--- config.mk ---
export PLATFORM = sky130hd
export DESIGN_NAME = base64_osc52_encoder_core
export DESIGN_NICKNAME = d
export VERILOG_FILES = /design/src/sv/b64osc_pkg.sv /design/src/sv/b64osc_front.sv /design/src/sv/b64osc_fifo.sv /design/src/sv/b64osc_back.sv /design/src/sv/base64_osc52_encoder_core.sv
export VERILOG_INCLUDE_DIRS = /design/src /design/src/sv
export SDC_FILE = /design/constraint.sdc
export NUM_CORES = 1
export LEC_CHECK = 0
export ABC_AREA = 1
export CAP_MARGIN = 30
export CORE_MARGIN = 2
export CORE_UTILIZATION = 54
export DETAILED_ROUTE_END_ITERATION = 8
export DONT_BUFFER_PORTS = 1
export GPL_ROUTABILITY_DRIVEN = 0
export PLACE_DENSITY_LB_ADDON = 0.1
export SYNTH_ARGS = -nofsm -noshare
export SYNTH_HDL_FRONTEND = slang
export SYNTH_SLANG_ARGS = --single-unit
--- constraint.sdc ---
create_clock -name clk_i -period 4.5 [get_ports clk_i]
set_clock_uncertainty 0.15 [all_clocks]
set_input_delay 0.45 -clock clk_i [delete_from_list [all_inputs] [get_ports clk_i]]
set_output_delay 0.45 -clock clk_i [all_outputs]
set_load 0.02 [all_outputs]
--- src/sv/base64_osc52_encoder_core_macros.svh ---
// Assertion helpers used by the encoder back end.
`ifndef BASE64_OSC52_ENCODER_CORE_MACROS_SVH
`define BASE64_OSC52_ENCODER_CORE_MACROS_SVH
`ifndef SYNTHESIS
`define B64OSC_ASSERT(lbl, clk, rst_n, prop) \
  lbl: assert property (@(posedge clk) disable iff (!rst_n) prop) \
    else $error("b64osc: property failed");
`define B64OSC_ASSERT_NEVER(lbl, clk, rst_n, expr) \
  lbl: assert property (@(posedge clk) disable iff (!rst_n) !(expr)) \
    else $error("b64osc: forbidden condition seen");
`else
`define B64OSC_ASSERT(lbl, clk, rst_n, prop)
`define B64OSC_ASSERT_NEVER(lbl, clk, rst_n, expr)
`endif
`endif

--- src/sv/b64osc_pkg.sv ---
package b64osc_pkg;

  localparam int unsigned DefaultQueueDepth = 2;

  localparam logic FrameEnableReset = 1'b1;

  localparam logic [7:0] PadChar = 8'h3D;
  localparam logic [7:0] BelChar = 8'h07;

  // Emission positions within one job: prefix, base64 group, terminator.
  localparam logic [3:0] PosPrefixFirst = 4'd0;
  localparam logic [3:0] PosPrefixLast  = 4'd6;
  localparam logic [3:0] PosGroupFirst  = 4'd7;
  localparam logic [3:0] PosGroupLast   = 4'd10;
  localparam logic [3:0] PosBel         = 4'd11;

  // One request for the back end: what to emit for one accepted byte.
  typedef struct packed {
    logic        prefix;
    logic        group;
    logic [2:0]  nsym;   // symbols before padding, 2..4
    logic [23:0] word;
    logic        bel;
  } job_t;

  function automatic logic [7:0] b64_symbol(input logic [5:0] idx);
    logic [7:0] wide;
    wide = {2'b00, idx};
    if (idx < 6'd26) begin
      return 8'(8'd65 + wide);
    end else if (idx < 6'd52) begin
      return 8'(8'd97 + wide - 8'd26);
    end else if (idx < 6'd62) begin
      return 8'(8'd48 + wide - 8'd52);
    end else if (idx == 6'd62) begin
      return 8'h2B;
    end else begin
      return 8'h2F;
    end
  endfunction

  function automatic logic [7:0] osc_prefix_char(input logic [2:0] idx);
    logic [7:0] ch;
    unique case (idx)
      3'd0:    ch = 8'h1B;
      3'd1:    ch = 8'h5D;
      3'd2:    ch = 8'h35;
      3'd3:    ch = 8'h32;
      3'd4:    ch = 8'h3B;
      3'd5:    ch = 8'h63;
      3'd6:    ch = 8'h3B;
      default: ch = 8'h3B;
    endcase
    return ch;
  endfunction

endpackage

--- src/sv/b64osc_front.sv ---
module b64osc_front (
  input  logic              clk_i,
  input  logic              rst_ni,
  input  logic              cfg_we_i,
  input  logic              cfg_wdata_i,
  input  logic              in_valid_i,
  output logic              in_ready_o,
  input  logic [7:0]        data_byte_i,
  input  logic              last_byte_i,
  input  logic              full_i,
  output logic              push_o,
  output b64osc_pkg::job_t  job_o
);
  import b64osc_pkg::*;

  logic        frame_enable_q;
  logic [15:0] held_bytes_q, held_bytes_d;
  logic [1:0]  held_count_q, held_count_d;
  logic        in_message_q, in_message_d;

  logic        accept;
  logic [15:0] held_after;
  logic [1:0]  cnt_after;
  job_t        job;

  assign in_ready_o = !full_i;
  assign accept     = in_valid_i && !full_i;

  always_comb begin
    job          = '0;
    job.prefix   = !in_message_q && frame_enable_q;
    held_after   = '0;
    cnt_after    = 2'd0;
    if (held_count_q == 2'd2) begin
      job.group  = 1'b1;
      job.nsym   = 3'd4;
      job.word   = {held_bytes_q, data_byte_i};
    end else begin
      held_after = {held_bytes_q[7:0], data_byte_i};
      cnt_after  = 2'(held_count_q + 2'd1);
    end

    held_bytes_d = held_after;
    held_count_d = cnt_after;
    in_message_d = 1'b1;
    if (last_byte_i) begin
      // Flush the partial group with padding, close the frame.
      if (cnt_after == 2'd1) begin
        job.group = 1'b1;
        job.nsym  = 3'd2;
        job.word  = {held_after[7:0], 16'h0000};
      end else if (cnt_after == 2'd2) begin
        job.group = 1'b1;
        job.nsym  = 3'd3;
        job.word  = {held_after, 8'h00};
      end
      job.bel      = frame_enable_q;
      held_bytes_d = '0;
      held_count_d = 2'd0;
      in_message_d = 1'b0;
    end
  end

  assign job_o  = job;
  assign push_o = accept && (job.prefix || job.group || job.bel);

  always_ff @(posedge clk_i or negedge rst_ni) begin
    if (!rst_ni) begin
      frame_enable_q <= FrameEnableReset;
      held_bytes_q   <= '0;
      held_count_q   <= 2'd0;
      in_message_q   <= 1'b0;
    end else begin
      if (cfg_we_i) begin
        frame_enable_q <= cfg_wdata_i;
      end
      if (accept) begin
        held_bytes_q <= held_bytes_d;
        held_count_q <= held_count_d;
        in_message_q <= in_message_d;
      end
    end
  end

endmodule

--- src/sv/b64osc_fifo.sv ---
module b64osc_fifo #(
  parameter int unsigned Depth = b64osc_pkg::DefaultQueueDepth
) (
  input  logic              clk_i,
  input  logic              rst_ni,
  input  logic              push_i,
  input  b64osc_pkg::job_t  job_i,
  output logic              full_o,
  input  logic              pop_i,
  output logic              empty_o,
  output b64osc_pkg::job_t  job_o
);
  import b64osc_pkg::*;

  localparam int unsigned PtrW = (Depth > 1) ? $clog2(Depth) : 1;
  localparam int unsigned CntW = $clog2(Depth + 1);
  localparam logic [PtrW-1:0] PtrLast = PtrW'(Depth - 1);

  job_t            slots_q [Depth];
  logic [PtrW-1:0] wr_ptr_q, rd_ptr_q;
  logic [CntW-1:0] count_q;

  assign full_o  = (count_q == CntW'(Depth));
  assign empty_o = (count_q == '0);
  assign job_o   = slots_q[rd_ptr_q];

  always_ff @(posedge clk_i) begin
    if (push_i) begin
      slots_q[wr_ptr_q] <= job_i;
    end
  end

  always_ff @(posedge clk_i or negedge rst_ni) begin
    if (!rst_ni) begin
      wr_ptr_q <= '0;
      rd_ptr_q <= '0;
      count_q  <= '0;
    end else begin
      if (push_i) begin
        wr_ptr_q <= (wr_ptr_q == PtrLast) ? '0 : PtrW'(wr_ptr_q + 1'b1);
      end
      if (pop_i) begin
        rd_ptr_q <= (rd_ptr_q == PtrLast) ? '0 : PtrW'(rd_ptr_q + 1'b1);
      end
      if (push_i && !pop_i) begin
        count_q <= CntW'(count_q + 1'b1);
      end else if (pop_i && !push_i) begin
        count_q <= CntW'(count_q - 1'b1);
      end
    end
  end

endmodule

--- src/sv/b64osc_back.sv ---
`include "base64_osc52_encoder_core_macros.svh"

module b64osc_back (
  input  logic              clk_i,
  input  logic              rst_ni,
  input  logic              empty_i,
  input  b64osc_pkg::job_t  job_i,
  output logic              pop_o,
  output logic              out_valid_o,
  input  logic              out_ready_i,
  output logic [7:0]        out_char_o,
  output logic              run_last_o
);
  import b64osc_pkg::*;

  logic       started_q;
  logic [3:0] pos_q;
  logic       out_valid_q;
  logic [7:0] out_char_q;
  logic       run_last_q;

  logic       emit;
  logic       at_end;
  logic [3:0] cur_pos, next_pos, slot_off;
  logic [1:0] slot;
  logic [5:0] sym_idx;
  logic [7:0] ch;

  assign emit = !empty_i && (!out_valid_q || out_ready_i);

  always_comb begin
    if (started_q) begin
      cur_pos = pos_q;
    end else if (job_i.prefix) begin
      cur_pos = PosPrefixFirst;
    end else if (job_i.group) begin
      cur_pos = PosGroupFirst;
    end else begin
      cur_pos = PosBel;
    end

    if (cur_pos == PosPrefixLast) begin
      next_pos = job_i.group ? PosGroupFirst : PosBel;
    end else begin
      next_pos = 4'(cur_pos + 4'd1);
    end

    at_end = (cur_pos == PosPrefixLast && !job_i.group && !job_i.bel)
          || (cur_pos == PosGroupLast && !job_i.bel)
          || (cur_pos == PosBel);

    slot_off = 4'(cur_pos - PosGroupFirst);
    slot     = slot_off[1:0];
    case (slot)
      2'd0:    sym_idx = job_i.word[23:18];
      2'd1:    sym_idx = job_i.word[17:12];
      2'd2:    sym_idx = job_i.word[11:6];
      default: sym_idx = job_i.word[5:0];
    endcase

    if (cur_pos <= PosPrefixLast) begin
      ch = osc_prefix_char(cur_pos[2:0]);
    end else if (cur_pos <= PosGroupLast) begin
      ch = ({1'b0, slot} < job_i.nsym) ? b64_symbol(sym_idx) : PadChar;
    end else begin
      ch = BelChar;
    end
  end

  assign pop_o = emit && at_end;

  always_ff @(posedge clk_i or negedge rst_ni) begin
    if (!rst_ni) begin
      started_q   <= 1'b0;
      pos_q       <= PosPrefixFirst;
      out_valid_q <= 1'b0;
    end else begin
      if (emit) begin
        started_q   <= !at_end;
        pos_q       <= next_pos;
        out_valid_q <= 1'b1;
      end else if (out_ready_i) begin
        out_valid_q <= 1'b0;
      end
    end
  end

  always_ff @(posedge clk_i) begin
    if (emit) begin
      out_char_q <= ch;
      run_last_q <= at_end;
    end
  end

  assign out_valid_o = out_valid_q;
  assign out_char_o  = out_char_q;
  assign run_last_o  = run_last_q;

  `B64OSC_ASSERT(a_prefix_needs_flag, clk_i, rst_ni, (emit && cur_pos <= PosPrefixLast) |-> job_i.prefix)
  `B64OSC_ASSERT(a_group_needs_flag, clk_i, rst_ni, (emit && cur_pos >= PosGroupFirst && cur_pos <= PosGroupLast) |-> job_i.group)
  `B64OSC_ASSERT(a_pop_marks_last, clk_i, rst_ni, pop_o |=> (out_valid_o && run_last_o))
  `B64OSC_ASSERT_NEVER(a_no_overwrite, clk_i, rst_ni, emit && out_valid_q && !out_ready_i)

endmodule

--- src/sv/base64_osc52_encoder_core.sv ---
// Channel   Direction  Handshake                 Payload
// in        input      in_valid_i / in_ready_o   data_byte_i, last_byte_i
// out       output     out_valid_o / out_ready_i out_char_o, run_last_o
// cfg       input      cfg_we_i                  cfg_wdata_i (frame_enable)
//
// One character leaves per cycle while a job waits and the output is not stalled;
// a byte is taken every cycle while the job queue has room. The single output
// register sets the output pace.
// The first character of a byte passes the job queue, then the output register.
// Reset clears all control state at once; no clearing pass.
// A stalled output holds its character; the input stays open until QueueDepth
// job requests wait, counting the one being emitted.
module base64_osc52_encoder_core #(
  parameter int unsigned QueueDepth = b64osc_pkg::DefaultQueueDepth
) (
  input  logic       clk_i,
  input  logic       rst_ni,
  input  logic       cfg_we_i,
  input  logic       cfg_wdata_i,
  input  logic       in_valid_i,
  output logic       in_ready_o,
  input  logic [7:0] data_byte_i,
  input  logic       last_byte_i,
  output logic       out_valid_o,
  input  logic       out_ready_i,
  output logic [7:0] out_char_o,
  output logic       run_last_o
);
  import b64osc_pkg::*;

  job_t push_job, head_job;
  logic push, pop, full, empty;

  b64osc_front u_front (
    .clk_i       (clk_i),
    .rst_ni      (rst_ni),
    .cfg_we_i    (cfg_we_i),
    .cfg_wdata_i (cfg_wdata_i),
    .in_valid_i  (in_valid_i),
    .in_ready_o  (in_ready_o),
    .data_byte_i (data_byte_i),
    .last_byte_i (last_byte_i),
    .full_i      (full),
    .push_o      (push),
    .job_o       (push_job)
  );

  b64osc_fifo #(
    .Depth (QueueDepth)
  ) u_fifo (
    .clk_i   (clk_i),
    .rst_ni  (rst_ni),
    .push_i  (push),
    .job_i   (push_job),
    .full_o  (full),
    .pop_i   (pop),
    .empty_o (empty),
    .job_o   (head_job)
  );

  b64osc_back u_back (
    .clk_i       (clk_i),
    .rst_ni      (rst_ni),
    .empty_i     (empty),
    .job_i       (head_job),
    .pop_o       (pop),
    .out_valid_o (out_valid_o),
    .out_ready_i (out_ready_i),
    .out_char_o  (out_char_o),
    .run_last_o  (run_last_o)
  );

endmodule

* After elaboration in Yosys (flattened, before gate mapping) *
Memories as Yosys holds them, arrays and structs flattened.
Cells that the tools add are included.

storage, ports and cells
  memories kept = 1
  register bits after elaboration = 39
  input bits = 15
  output and inout port bits = 11
  RAM bits = 60

cells by class
  equality and inequality tests = 14
  multiplexer cells = 30
  add/subtract/negate cells = 12
  magnitude comparators = 6
  reductions and logical operators = 29

memories
  name            words  bits a word  read ports  clocked after Yosys merged registers in  wr ports  RTL line           source
  u_fifo.slots_q  2      30           1           0                                        1         b64osc_fifo.sv:19  job_t slots_q [Depth];

operators by type and width
  operator               number
  $mux W28               3
  $mux W8                6
  $pmux W7 S5            1
  $mux W16               2
  $mux W29               1
  $pmux W6 S3            1
  $add A7 B6 Y8 const A  2
  $mux W4                4
  $lt A6 B6 Y1 const B   2
  $logic_and A1 B1 Y1    10
  $logic_not A1 Y1       9
  $eq A2 B2 Y1 const B   4
  $eq A4 B4 Y1 const B   2
  $mux W2                4
  $sub A8 B5 Y8 const B  1
  $sub A8 B6 Y8 const B  1
  $add A6 B6 Y7 const A  1
  $mux W1                7
  $eq A3 B2 Y1 const B   2
  $eq A6 B6 Y1 const B   1
  $lt A6 B5 Y1 const B   1
  $logic_or A1 B1 Y1     5
  $add A2 B1 Y2 const B  2
  $add A4 B1 Y4 const B  1
  other kinds (14)       18

* Logic depth before layout (Yosys ltp) *
An unclocked memory read counts as a cell.

  depth in word-level cells = 15
  depth in mapped cells = 27

* Modules after synthesis *
A second synthesis with hierarchy kept.

unflattened totals
  cells, all modules = 543
  area total of the unflattened synthesis = 5378.9 µm²

by module, submodules not included
  module        area an instance (µm²)  cells an instance  times used  seq. area each (µm²)
  b64osc_fifo   2379.8                  118                1           1901.8
  b64osc_back   1695.4                  244                1           420.4
  b64osc_front  1303.8                  181                1           501.7

* Least setup slack after synthesis *
Ideal clock, no wire load.

  path type = flip-flop to flip-flop
  start = register u_fifo.rd_ptr_q
  end = register u_back.out_char_q[0], in the netlist u_back.out_char_o[0] (data pin)
  library setup time = 0.253 ns
  data arrival time = 2.855 ns
  stages on the path, launching flop included = 26
  path buffers = 3
  slack = 1.242 ns
  period minus slack after synthesis = 3.258 ns
  cell sequence = dfrtp_1 -> buf_6 -> inv_6 -> nand2_2 -> nand3_4 -> nand2_1 -> inv_2 -> ha_1 -> buf_2 -> nand2_1 -> nand2_1 -> inv_1 -> nand2_1 -> nand2_1 -> nand2_1 -> nand2_2 -> inv_1 -> ha_1 -> inv_1 -> nor2_1 -> clkbuf_1 -> inv_1 -> o21ai_1 -> nand3_1 -> o21ai_1 -> inv_1

between the ends
  word-level cells in the longest chain between the ends = 14
  elaborated cells on any way between the ends = 32
  classes of those cells = add/sub: 6; order compare: 6; eq/ne: 6; mux: 11; reduce/logical: 2; memory: 1

ends and longest elaborated chain
  element                                     RTL line           source
  start, declared                             b64osc_fifo.sv:20  logic [PtrW-1:0] wr_ptr_q, rd_ptr_q;
  start signal, assigned                      b64osc_fifo.sv:43  rd_ptr_q <= (rd_ptr_q == PtrLast) ? '0 : PtrW'(rd_ptr_q + 1'b1);
  $mem_v2 Z2 W30 (*)                          -
  $mux W4                                     b64osc_back.sv:34  end else if (job_i.prefix) begin
  $mux W4                                     b64osc_back.sv:32  if (started_q) begin
  $sub A2 B2 Y2                               b64osc_back.sv:52  slot_off = 4'(cur_pos - PosGroupFirst);
  $eq A2 B2 Y1, or another cell as far along  b64osc_back.sv:54  case (slot)
  $pmux W6 S3                                 b64osc_back.sv:54
  $add A6 B6 Y7                               b64osc_pkg.sv:34   return 8'(8'd48 + wide - 8'd52);
  $sub A8 B6 Y8                               b64osc_pkg.sv:34
  $mux W8                                     b64osc_pkg.sv:33   end else if (idx < 6'd62) begin
  $mux W8                                     b64osc_pkg.sv:31   end else if (idx < 6'd52) begin
  $mux W8                                     b64osc_pkg.sv:29   if (idx < 6'd26) begin
  $mux W8                                     b64osc_back.sv:64  ch = ({1'b0, slot} < job_i.nsym) ? b64_symbol(sym_idx) : PadChar;
  $mux W8                                     b64osc_back.sv:63  end else if (cur_pos <= PosGroupLast) begin
  $mux W8 (*)                                 b64osc_back.sv:61  if (cur_pos <= PosPrefixLast) begin
  via u_back.ch[0]                            b64osc_back.sv:27  logic [7:0] ch;
  end signal, assigned                        b64osc_back.sv:90  out_char_q <= ch;
  end, declared                               b64osc_back.sv:19  logic [7:0] out_char_q;

The timed path passes the listed nets; every way through them passes the cells marked *.
A chain may end at the register's enable or synchronous reset.

* Worst setup path in the final report *
Same ends and word-level chain as after synthesis.

==> key figures <==
Status
  • Run status: completed

Route
  • Vias per Instance: 5.45
  • Average wire per standard cell: 15.4 µm
  • Vias: 3736
  • Number of DRC violations after detailed-routing iteration 0: 233
  • Router iterations before antenna repair: 5
  • Number of remaining DRC errors: 0
  • Number of nets with antenna violations after routing: 0
  • Sum of routed wire length over all layers: 10600 µm

Synth
  • Number of distinct standard cells referenced by the synthesized netlist: 39
  • Largest cells by area after synthesis: sky130_fd_sc_hd__edfxtp_1 40%, sky130_fd_sc_hd__dfrtp_1 14%, sky130_fd_sc_hd__nand2_1 11%, sky130_fd_sc_hd__inv_1 5.6%, sky130_fd_sc_hd__ha_1 3.9%
  • Dominant cell type by area after synthesis: sky130_fd_sc_hd__edfxtp_1
  • Count of yosys warnings during synthesis: 0
  • Per-instance average area after synthesis: 9.41 µm²
  • Mapped cell area: 5130 µm²
  • Area share of the largest cell type after synthesis: 0.404
  • Synthesized netlist cell count: 545
  • Fraction of the yosys area taken by sequential cells: 0.551
  • Post-Syn Nets: 576
  • Register bit count reported by yosys: 99

Min path
  • Class of the worst hold path: input pin to flop

Floorplan
  • Placeable Area: 9240 µm²
  • Chip height: 101 µm
  • Chip Width: 101 µm
  • Count of standard-cell rows: 35
  • Die area: 10300 µm²
  • Boundary Pins: 26
  • Effective utilization at floorplan: 0.555

Clocking
  • Clock sink count: 99
  • Clock tree from TritonCTS: done
  • TritonCTS Buffers: 9
  • Clock H-tree levels: 3
  • Clock Latency Late Sink: 0.36 ns
  • Number of buffers inserted by post-CTS setup repair: 0
  • Clock Pin Slew Worst Setup and Hold Paths: 0.09 ns
  • Number of resized instances in the post-cts repair step: 0
  • CTS root buffer: sky130_fd_sc_hd__clkbuf_8
  • CTS max path bufs: 2

Layout
  • Antenna Diode Count: 0
  • Final-layout fill cell count: 795
  • Area occupied by multi-input gates: 1910 µm²
  • Most common cell after layout, fill and taps aside: sky130_fd_sc_hd__nand2_1
  • Most frequent cells in the layout: 152 x sky130_fd_sc_hd__nand2_1, 76 x sky130_fd_sc_hd__inv_1, 69 x sky130_fd_sc_hd__edfxtp_1
  • Combined flip-flop and latch cell area: 2820 µm²
  • Layout cell share with drive strength beyond 1: 0.0989
  • Synth-to-Final Area Change: 7.39%
  • Final net count: 582
  • Fin area: 5510 µm²

STA
  • Final min period: 4.00 ns
  • Max-slew headroom at the worst pin: 0.518
  • Fmax: 0.250 GHz
  • Post-route fraction of the period consumed by the critical path: 0.888
  • Worst-margin pin slew: 0.722 ns
  • Final-report hold violation count: 0
  • Setup repair after global routing missed its margin: false
  • Total negative slack: 0 ns
  • Number of pins exceeding their max-slew limit in the final report: 0
  • Final Setup Violations: 0

Place
  • HPWL after DPL: 7710 µm
  • Post-detailed-placement cell area: 5260 µm²
  • Port Buffers: 0

Critical path
  • Category of the worst setup path capture point: flop
  • CP Launch Type: flop
  • Critical path data arrival time: 3.96 ns
  • Critical path type: flop to flop
  • Crit path max fanout: 16
  • Data required time of the worst path: 4.47 ns

Global route
  • Number of antenna violations at the first check in global routing: 0
  • Gr usage total: 0.219
  • Pin count of the biggest net entering global routing: 31
  • First-pass GRT wire length: 17400 µm
  • Congestion Overflow GR: 0
  • Number of global-route vias before repair: 3633

Flow run
  • Max-cap check violation count: 0
[path summary, 6_finish.rpt]
kind,start,endpoint,slack (ns),cells past startpoint
max,u_fifo.rd_ptr_q,u_back.out_char_o[0],0.50,22
min,out_ready_i,u_back.out_valid_o,0.04,1
max reg2reg,u_fifo.rd_ptr_q,u_back.out_char_o[0],0.50,22
min reg2reg,u_back.pos_q[2],u_back.pos_q[2],0.35,2
max in group asynchronous,rst_ni,u_front.frame_enable_q,3.59,2
min in group asynchronous,rst_ni,u_fifo.count_q[0],0.37,2
[metal layers]
metal,share of wire,up-vias,routed length [µm],track usage
met1,0.49,1797,5160,0.316
li1,-,1842,-,-
met2,0.46,77,4850,0.337
met3,0.033,20,346,0.0373
met5,0,-,0,0
met4,0.019,0,197,0.0780
[cells in the mapped netlist]
cell type / count
sky130_fd_sc_hd__nand2_2: 10
sky130_fd_sc_hd__o21a_1: 1
sky130_fd_sc_hd__mux2i_1: 1
sky130_fd_sc_hd__a21oi_1: 18
sky130_fd_sc_hd__o221ai_1: 8
sky130_fd_sc_hd__o21ai_0: 18
sky130_fd_sc_hd__o32ai_1: 16
sky130_fd_sc_hd__a21boi_1: 1
sky130_fd_sc_hd__buf_4: 2
sky130_fd_sc_hd__buf_2: 3
sky130_fd_sc_hd__a22oi_1: 1
sky130_fd_sc_hd__nand3b_1: 2
sky130_fd_sc_hd__nor3_1: 2
sky130_fd_sc_hd__nand3_4: 1
sky130_fd_sc_hd__o21ai_1: 3
sky130_fd_sc_hd__buf_6: 3
sky130_fd_sc_hd__nand2_4: 2
sky130_fd_sc_hd__nand2_1: 152
sky130_fd_sc_hd__dfstp_2: 1
sky130_fd_sc_hd__inv_6: 1
sky130_fd_sc_hd__o211ai_2: 2
sky130_fd_sc_hd__nand3_1: 22
sky130_fd_sc_hd__xor2_1: 5
sky130_fd_sc_hd__o211ai_1: 4
sky130_fd_sc_hd__o22ai_1: 12
sky130_fd_sc_hd__nand4_1: 6
sky130_fd_sc_hd__clkbuf_1: 7
sky130_fd_sc_hd__inv_1: 76
sky130_fd_sc_hd__inv_2: 5
sky130_fd_sc_hd__a21o_1: 1
sky130_fd_sc_hd__nor2_4: 3
sky130_fd_sc_hd__o21ai_4: 2
sky130_fd_sc_hd__nand3_2: 1
sky130_fd_sc_hd__nor2_1: 35
sky130_fd_sc_hd__edfxtp_1: 69
sky130_fd_sc_hd__nor2_2: 3
sky130_fd_sc_hd__dfrtp_1: 29
sky130_fd_sc_hd__ha_1: 16
sky130_fd_sc_hd__xnor2_1: 1
[through the flow]
step           setup slack (ns)  instances  hold slack, ns   util
3_3_place_gp              0.619        666         0.00516  0.569
6_report                  0.505        685          0.0404  0.596
3_5_place_dp              0.508        666         0.00517  0.569
4_1_cts                   0.502        685          0.0204  0.596
5_1_grt                  0.0530        685          0.0204  0.596
2_1_floorplan              1.24        545         0.00441      -
[repair_timing]
item	4_1_cts	5_1_grt
hold buffers	3	0
endpoints found under the hold margin	31	0
endpoints found under the setup margin	0	0
[registers in the layout (all words and copies together), names as in the netlist, 2 cells and up]
name and count:
u_back.out_char_o 8, u_fifo.count_q 2, u_front.held_count_q 2, u_back.pos_q 4
u_front.held_bytes_q 16, u_fifo.slots_q 60
[cells by family (layout without fill, tap and decap cells)]
logic type,count (synthesis),count (layout),share of synthesized area
simple gates,239,239,0.203
flops,99,99,0.551
buf+inv,97,108,0.0786
compound gates,87,87,0.117
fa+ha+maj,16,16,0.0390
xor+xnor,6,6,0.0102
mux,1,1,0.00195
[worst max-delay path: stages, from the launching register on]
cell and delay [ns]:
sky130_fd_sc_hd__dfrtp_1 0.47, sky130_fd_sc_hd__inv_6 0.17, sky130_fd_sc_hd__nand2_2 0.08, sky130_fd_sc_hd__nand3_4 0.09, sky130_fd_sc_hd__nand2_1 0.15, sky130_fd_sc_hd__inv_2 0.15, sky130_fd_sc_hd__ha_1 0.48, sky130_fd_sc_hd__nand2_1 0.13
sky130_fd_sc_hd__nand2_1 0.10, sky130_fd_sc_hd__inv_1 0.04, sky130_fd_sc_hd__nand2_1 0.04, sky130_fd_sc_hd__nand2_1 0.05, sky130_fd_sc_hd__nand2_1 0.06, sky130_fd_sc_hd__nand2_2 0.11, sky130_fd_sc_hd__inv_1 0.11, sky130_fd_sc_hd__ha_1 0.17
sky130_fd_sc_hd__inv_1 0.06, sky130_fd_sc_hd__nor2_1 0.54, sky130_fd_sc_hd__inv_1 0.21, sky130_fd_sc_hd__o21ai_1 0.17, sky130_fd_sc_hd__nand3_1 0.08, sky130_fd_sc_hd__o21ai_1 0.08, sky130_fd_sc_hd__inv_1 0.06
[area by class of cell]
| type | count | share of cell area |
|---|---|---|
| Sequential cell | 99 | 0.513 |
| Multi-Input combinational cell | 349 | 0.346 |
| Inverter | 82 | 0.0568 |
| Tap cell | 129 | 0.0293 |
| Clock buffer | 12 | 0.0284 |
| Timing Repair Buffer | 10 | 0.0168 |
| Clock inverter | 4 | 0.00977 |
Power is not shown: default switching activity piles up to over one toggle a cycle in this logic, so the estimate is an artifact.
